==> src/hdl/bdq_pkg.sv <==
// Shared constants and types for the bounded double-ended queue.
`timescale 1ns / 1ps

package bdq_pkg;

  localparam int DATA_W        = 32;
  localparam int KIND_W        = 3;
  localparam int CAP_W         = 5;
  localparam int DEPTH_DEFAULT = 16;

  localparam logic [CAP_W-1:0]  CAP_RESET   = 5'd16;
  localparam logic [DATA_W-1:0] EMPTY_VALUE = 32'hFFFF_FFFF;

  localparam logic [KIND_W-1:0] KIND_PUSH_FRONT = 3'd0;
  localparam logic [KIND_W-1:0] KIND_PUSH_REAR  = 3'd1;
  localparam logic [KIND_W-1:0] KIND_POP_FRONT  = 3'd2;
  localparam logic [KIND_W-1:0] KIND_POP_REAR   = 3'd3;
  localparam logic [KIND_W-1:0] KIND_PEEK       = 3'd4;

  // Commands from the controller to the datapath.
  typedef struct packed {
    logic load;    // capture the operation
    logic exec;    // update pointers, count and storage
    logic rd;      // read front and rear entries
    logic cfg_we;  // write the capacity register
  } bdq_cmd_t;

endpackage

==> src/hdl/bdq_ctrl.sv <==
// Controller state machine for the bounded double-ended queue.
`timescale 1ns / 1ps

module bdq_ctrl (
  input  logic              clk,
  input  logic              rst,
  input  logic              start,
  input  logic              cfg_valid,
  output logic              busy,
  output logic              cfg_ready,
  output logic              done,
  output bdq_pkg::bdq_cmd_t cmd
);
  import bdq_pkg::*;

  typedef enum logic [3:0] {
    S_IDLE = 4'b0001,
    S_EXEC = 4'b0010,
    S_READ = 4'b0100,
    S_DONE = 4'b1000
  } state_t;

  state_t state;
  state_t state_next;

  always_comb begin
    state_next = state;
    case (state)
      S_IDLE: begin
        if (start) state_next = S_EXEC;
      end
      S_EXEC:  state_next = S_READ;
      S_READ:  state_next = S_DONE;
      S_DONE:  state_next = S_IDLE;
      default: state_next = S_IDLE;
    endcase
  end

  always_ff @(posedge clk) begin
    if (rst) begin
      state <= S_IDLE;
    end else begin
      state <= state_next;
    end
  end

  assign busy       = (state != S_IDLE);
  assign cfg_ready  = (state == S_IDLE);
  assign done       = (state == S_DONE);
  assign cmd.load   = (state == S_IDLE) && start;
  assign cmd.exec   = (state == S_EXEC);
  assign cmd.rd     = (state == S_READ);
  assign cmd.cfg_we = (state == S_IDLE) && cfg_valid;

endmodule

==> src/hdl/bdq_datapath.sv <==
// Datapath: ring storage, pointers, occupancy and result formation.
`timescale 1ns / 1ps

module bdq_datapath #(
  parameter int DEPTH = bdq_pkg::DEPTH_DEFAULT
) (
  input  logic                        clk,
  input  logic                        rst,
  input  bdq_pkg::bdq_cmd_t           cmd,
  input  logic [bdq_pkg::KIND_W-1:0]  kind,
  input  logic signed [bdq_pkg::DATA_W-1:0] push_value,
  input  logic [bdq_pkg::CAP_W-1:0]   cfg_data,
  output logic                        accepted,
  output logic signed [bdq_pkg::DATA_W-1:0] front_value,
  output logic signed [bdq_pkg::DATA_W-1:0] rear_value,
  output logic                        empty_flag,
  output logic                        full_flag
);
  import bdq_pkg::*;

  localparam int PTR_W = (DEPTH > 1) ? $clog2(DEPTH) : 1;
  localparam int CNT_W = $clog2(DEPTH + 1);
  localparam int SUM_W = CNT_W + 1;
  localparam int CMP_W = (CNT_W > CAP_W) ? CNT_W : CAP_W;

  // Ring index that lies back steps before base; back is at most DEPTH.
  function automatic logic [PTR_W-1:0] ring_back(input logic [PTR_W-1:0] base,
                                                 input logic [CNT_W-1:0] back);
    logic [SUM_W-1:0] s;
    s = SUM_W'(base) + SUM_W'(DEPTH) - SUM_W'(back);
    if (s >= SUM_W'(DEPTH)) s = s - SUM_W'(DEPTH);
    return s[PTR_W-1:0];
  endfunction

  logic [DATA_W-1:0] mem [0:DEPTH-1];

  logic [KIND_W-1:0] kind_q;
  logic [DATA_W-1:0] value_q;
  logic [CAP_W-1:0]  capacity;
  logic [PTR_W-1:0]  rear;
  logic [PTR_W-1:0]  rear_next;
  logic [CNT_W-1:0]  occ;
  logic [CNT_W-1:0]  occ_next;
  logic              ok;
  logic              ok_next;
  logic [DATA_W-1:0] front_rd;
  logic [DATA_W-1:0] rear_rd;

  logic [CMP_W-1:0]  cap_eff;
  logic [CMP_W-1:0]  occ_ext;
  logic              can_push;
  logic              can_pop;
  logic              wr_en;
  logic [PTR_W-1:0]  wr_addr;
  logic [PTR_W-1:0]  rear_inc;
  logic [PTR_W-1:0]  front_idx;

  assign cap_eff  = (CMP_W'(capacity) > CMP_W'(DEPTH)) ? CMP_W'(DEPTH) : CMP_W'(capacity);
  assign occ_ext  = CMP_W'(occ);
  assign can_push = (occ_ext < cap_eff);
  assign can_pop  = (occ != '0);
  assign rear_inc = (rear == PTR_W'(DEPTH - 1)) ? '0 : rear + PTR_W'(1);

  always_comb begin
    rear_next = rear;
    occ_next  = occ;
    ok_next   = 1'b0;
    wr_en     = 1'b0;
    wr_addr   = rear;
    case (kind_q)
      KIND_PUSH_FRONT: begin
        if (can_push) begin
          wr_en    = 1'b1;
          wr_addr  = ring_back(rear, occ);
          occ_next = occ + CNT_W'(1);
          ok_next  = 1'b1;
        end
      end
      KIND_PUSH_REAR: begin
        if (can_push) begin
          if (can_pop) rear_next = rear_inc;
          wr_en    = 1'b1;
          wr_addr  = can_pop ? rear_inc : rear;
          occ_next = occ + CNT_W'(1);
          ok_next  = 1'b1;
        end
      end
      KIND_POP_FRONT: begin
        if (can_pop) begin
          occ_next = occ - CNT_W'(1);
          ok_next  = 1'b1;
        end
      end
      KIND_POP_REAR: begin
        if (can_pop) begin
          occ_next = occ - CNT_W'(1);
          if (occ != CNT_W'(1)) rear_next = ring_back(rear, CNT_W'(1));
          ok_next  = 1'b1;
        end
      end
      KIND_PEEK: ok_next = 1'b1;
      default:   ok_next = 1'b0;
    endcase
  end

  assign front_idx = can_pop ? ring_back(rear, occ - CNT_W'(1)) : rear;

  always_ff @(posedge clk) begin
    if (rst) begin
      capacity <= CAP_RESET;
      rear     <= '0;
      occ      <= '0;
    end else begin
      if (cmd.cfg_we) capacity <= cfg_data;
      if (cmd.exec) begin
        rear <= rear_next;
        occ  <= occ_next;
      end
    end
  end

  // Operation capture and status; no reset needed.
  always_ff @(posedge clk) begin
    if (cmd.load) begin
      kind_q  <= kind;
      value_q <= push_value;
    end
    if (cmd.exec) ok <= ok_next;
  end

  always_ff @(posedge clk) begin
    if (cmd.exec && wr_en) mem[wr_addr] <= value_q;
  end

  always_ff @(posedge clk) begin
    if (cmd.rd) begin
      front_rd <= mem[front_idx];
      rear_rd  <= mem[rear];
    end
  end

  assign accepted    = ok;
  assign empty_flag  = !can_pop;
  assign full_flag   = !can_push;
  assign front_value = can_pop ? front_rd : EMPTY_VALUE;
  assign rear_value  = can_pop ? rear_rd : EMPTY_VALUE;

endmodule

==> src/hdl/bounded_double_ended_queue.sv <==
// Top level of the bounded double-ended queue: controller plus datapath.
`timescale 1ns / 1ps
// An operation is taken at the edge where start is high and busy is low; its
// result appears on the result ports, marked by done, once the controller has
// stepped through execute and storage read into result; the storage read port
// is registered. No new operation is taken until the controller is idle again.
// Reset (rst, synchronous, active high) empties the queue, sets capacity to 16
// and returns the controller to idle; results are not stalled by the receiver.

module bounded_double_ended_queue #(
  parameter int DEPTH = bdq_pkg::DEPTH_DEFAULT
) (
  input  logic                              clk,
  input  logic                              rst,
  input  logic                              start,
  output logic                              busy,
  input  logic [bdq_pkg::KIND_W-1:0]        kind,
  input  logic signed [bdq_pkg::DATA_W-1:0] push_value,
  input  logic                              cfg_valid,
  output logic                              cfg_ready,
  input  logic [bdq_pkg::CAP_W-1:0]         cfg_data,
  output logic                              done,
  output logic                              accepted,
  output logic signed [bdq_pkg::DATA_W-1:0] front_value,
  output logic signed [bdq_pkg::DATA_W-1:0] rear_value,
  output logic                              empty_flag,
  output logic                              full_flag
);
  import bdq_pkg::*;

  // Command bundle: capture, execute, read and capacity write strobes.
  bdq_cmd_t cmd;

  // Sequence each operation; cfg transfers are taken only while idle.
  bdq_ctrl u_ctrl (
    .clk       (clk),
    .rst       (rst),
    .start     (start),
    .cfg_valid (cfg_valid),
    .busy      (busy),
    .cfg_ready (cfg_ready),
    .done      (done),
    .cmd       (cmd)
  );

  // Hold the ring, its rear pointer and occupancy; drop -1 onto the value
  // ports whenever the queue is empty after the operation.
  bdq_datapath #(
    .DEPTH (DEPTH)
  ) u_datapath (
    .clk         (clk),
    .rst         (rst),
    .cmd         (cmd),
    .kind        (kind),
    .push_value  (push_value),
    .cfg_data    (cfg_data),
    .accepted    (accepted),
    .front_value (front_value),
    .rear_value  (rear_value),
    .empty_flag  (empty_flag),
    .full_flag   (full_flag)
  );

endmodule

==> config.mk <==
export PLATFORM = sky130hd
export DESIGN_NAME = bounded_double_ended_queue
export DESIGN_NICKNAME = d
export VERILOG_FILES = /design/src/hdl/bdq_pkg.sv /design/src/hdl/bdq_ctrl.sv /design/src/hdl/bdq_datapath.sv /design/src/hdl/bounded_double_ended_queue.sv
export SDC_FILE = /design/constraint.sdc
export NUM_CORES = 1
export LEC_CHECK = 0
export BUFFER_PORTS_ARGS = -buffer_cell sky130_fd_sc_hd__buf_4
export CORE_MARGIN = 8
export CORE_UTILIZATION = 45
export CTS_BUF_LIST = sky130_fd_sc_hd__clkbuf_4
export DETAILED_ROUTE_END_ITERATION = 12
export MAX_ROUTING_LAYER = met4
export PLACE_DENSITY = 0.62
export SLEW_MARGIN = 20
export SYNTH_ARGS = -nofsm -noshare
export SYNTH_HDL_FRONTEND = slang
export SYNTH_HIERARCHICAL = 1
export SYNTH_SLANG_ARGS = --single-unit
==> constraint.sdc <==
create_clock -name clk -period 7.2 [get_ports clk]
set_input_delay 0.36 -clock clk [delete_from_list [all_inputs] [get_ports clk]]
set_output_delay 0.36 -clock clk [all_outputs]
set_load 0.01 [all_outputs]
==> metrics <==
Worst Tran Pin Value 1.09 ns; Die Y 266 um; CP Class flop to flop; clock sink total 630; capturing element type of the critical path flop; maximum clock rate 214 MHz; syn nets between 1000 and 1500; ratio of final minimum period to clock period 0.649; Final nets between 1500 and 2000; post-synthesis cell count 1400; most frequent CP cell buf_4; IO Port Bufs 113; crit path launch type flop; iteration-0 DRC count of the detailed router 1539; synthesis-to-finish area growth 17.2%; Fill cells 4904; core area 0.0618 sq mm; commonest non-fill, non-tap cell in the layout edfxtp_1; Synth Flop Type edfxtp_1; Pwr Density 226 mW/mm^2; drt wl/cell 28.0 um; antenna violations before repair 3; ys async rst share 0; most frequent cells in the layout 612 x edfxtp_1, 288 x mux4_2, 235 x clkbuf_4; Initial Util 0.455; status finished clean; Slew Limit Fails 0; Ys Warns 6; CP max FO between 50 and 60; clk buf depth 3; Finished Layout Cells around 2700; Die X 266 um; syn avg cell area 20.1 sq um; clk_skew 0.0524 ns; slowest stage delay, CP approximately 0.85 ns; pin count of the biggest net entering global routing 129; Peak supply drop 143 uV; Yosys cell types 56; routability cong. 0.814; H-tree depth 4; EDFF count, synth 612; Reg2Reg Setup Slack between 2 and 3 ns; Placed Cells 2287; Seq/Total Area, Yosys 0.666; clk slew on worst S/H paths 0.06 ns; I/O pin cnt 114; CTS tree yes; first-pass GRT wire length 112000 um; grt total ovfl 0; Synth Register Bits between 600 and 700; Lkg Pwr 10.4 nW; die area roughly 0.071 sq mm; RSZ-0062 raised after global routing false; GRT Overall Usage 0.221; Arr. time, crit path roughly 5.3 ns; type of the worst min-delay path primary input to flop; Setup Viol. Count Final 0; Worst slew margin 0.269; final WL 74500 um; DP HPWL about 40000 um; Final min period 4.67 ns; Synth Cell Area 0.0281 sq mm; Fin. Hold Viols 0; clk root buf clkbuf_4; Antenna Violating Nets Remaining 0; quantity of gates resized following cts 0; number of remaining DRC errors 0; Top Family by Delay on Critical Path simple AND/OR/NAND/NOR gates; vias per std cell 6.02; share of layout cells above drive strength 1 0.397; Pre-antenna DRT Iters 7; number of global-route vias before repair 17300; Clock Latency Late Sink 1.02 ns; worst path bufs/invs 3; TritonCTS Buffers 163; Std-Cell Rows 91; CP Cell Sequence inv_1, ha_1, or4b_4, buf_4, nand2_1, xnor2_1, a21oi_1, nand2b_1, nor2_4, buf_4; setup total negative slack 0 ns; DR vias 16000; slowest CP cell nor2_4; Critical Path RT between 7 and 8 ns; max-cap violation count 0
==> worst reg2reg max path, stage by stage, from the launching register on <==
cell	delay, ns
dfxtp_1	0.47
inv_1	0.15
ha_1	0.28
or4b_4	0.46
buf_4	0.73
nand2_1	0.21
xnor2_1	0.16
a21oi_1	0.26
nand2b_1	0.29
nor2_4	0.85
buf_4	0.47
==> power by group <==
group	leakage (nW)	internal, mW	switching [mW]
combinational	3.52	0.0977	0.0861
sequential	5.67	4.05	0.0618
clock	1.25	1.71	1.44
total	10.4	5.85	1.59
==> logic make-up after synthesis <==
group | Yosys count | share of synthesized area
fa+ha+maj | 17 | 0.00809
xor+xnor | 10 | 0.00311
buf+inv | 110 | 0.0182
flops | 630 | 0.666
compound gates | 126 | 0.0314
mux | 294 | 0.233
simple gates | 213 | 0.0408
==> metrics by stage <==
stage / hold WS (ns) / setup WS [ns] / util / power [mW] / instance area (sq um)
floorplan: 0.429 / 2.74 / - / 4.25 / 28100
global placement: 0.497 / 2.61 / 0.486 / 4.34 / 30000
detailed placement: 0.498 / 2.51 / 0.486 / 4.34 / 30000
CTS: 0.000789 / 2.49 / 0.533 / 7.53 / 33000
global route: -0.00440 / 2.15 / 0.533 / 7.73 / 33000
finish: 0.0996 / 2.53 / 0.534 / 7.45 / 33000
==> registers in the layout, indices dropped and copies added (netlist names) <==
signal               cells
u_datapath/rear_rd      32
u_ctrl/state             4
u_datapath/accepted      1
u_datapath/mem         512
u_datapath/rear          4
u_datapath/value_q      32
u_datapath/capacity      5
u_datapath/occ           5
u_datapath/front_rd     32
u_datapath/kind_q        3
==> synth_stat cells (14+ instances only) <==
master | n | area, sq um
buf_1 | 14 | 52.6
nand2b_1 | 69 | 432
buf_2 | 17 | 85.1
nand3_1 | 14 | 70.1
ha_1 | 15 | 188
a21oi_1 | 17 | 85.1
clkbuf_1 | 51 | 191
dfxtp_1 | 18 | 360
nand2_1 | 55 | 206
mux4_2 | 288 | 6490
edfxtp_1 | 612 | 18400
nor2_1 | 29 | 109
a22oi_1 | 66 | 495
o21ai_0 | 15 | 75.1
==> layer usage <==
metal | global-route usage | part of all wire
met5 | - | 0
met4 | 0.0748 | 0.024
met3 | 0.0535 | 0.079
met2 | 0.343 | 0.49
met1 | 0.288 | 0.41
==> final timing paths <==
| path | from | to | depth (start not counted) |
|---|---|---|---|
| worst max register to register | u_datapath/occ[0]$_SDFFE_PP0P_ | u_datapath/mem[2][24]$_DFFE_PP_ | 10 |
| worst max-delay path | u_datapath/occ[0]$_SDFFE_PP0P_ | u_datapath/mem[2][24]$_DFFE_PP_ | 10 |
| worst min-delay path | push_value[16] | u_datapath/value_q[16]$_DFFE_PP_ | 2 |
| worst min register to register | u_datapath/occ[4]$_SDFFE_PP0P_ | u_datapath/occ[4]$_SDFFE_PP0P_ | 2 |
==> cell type report <==
cell class                 count  area, sq um  share of cell area
sequential                   630        18700               0.568
multi-input combinational    660         9050               0.274
timing repair buffer         230         1980              0.0599
clock buffer                 235         1760              0.0535
tap                          837         1050              0.0317
clock inverter                44          334              0.0101
inverter                      14         52.6             0.00159
antenna                        7         17.5            0.000531
==> repair_timing <==
action	4_1_cts	5_1_grt
hold endpoints to repair	53	0
hold buffers	83	0
buffers inserted	0	0
(Power assumes the default switching activity.)
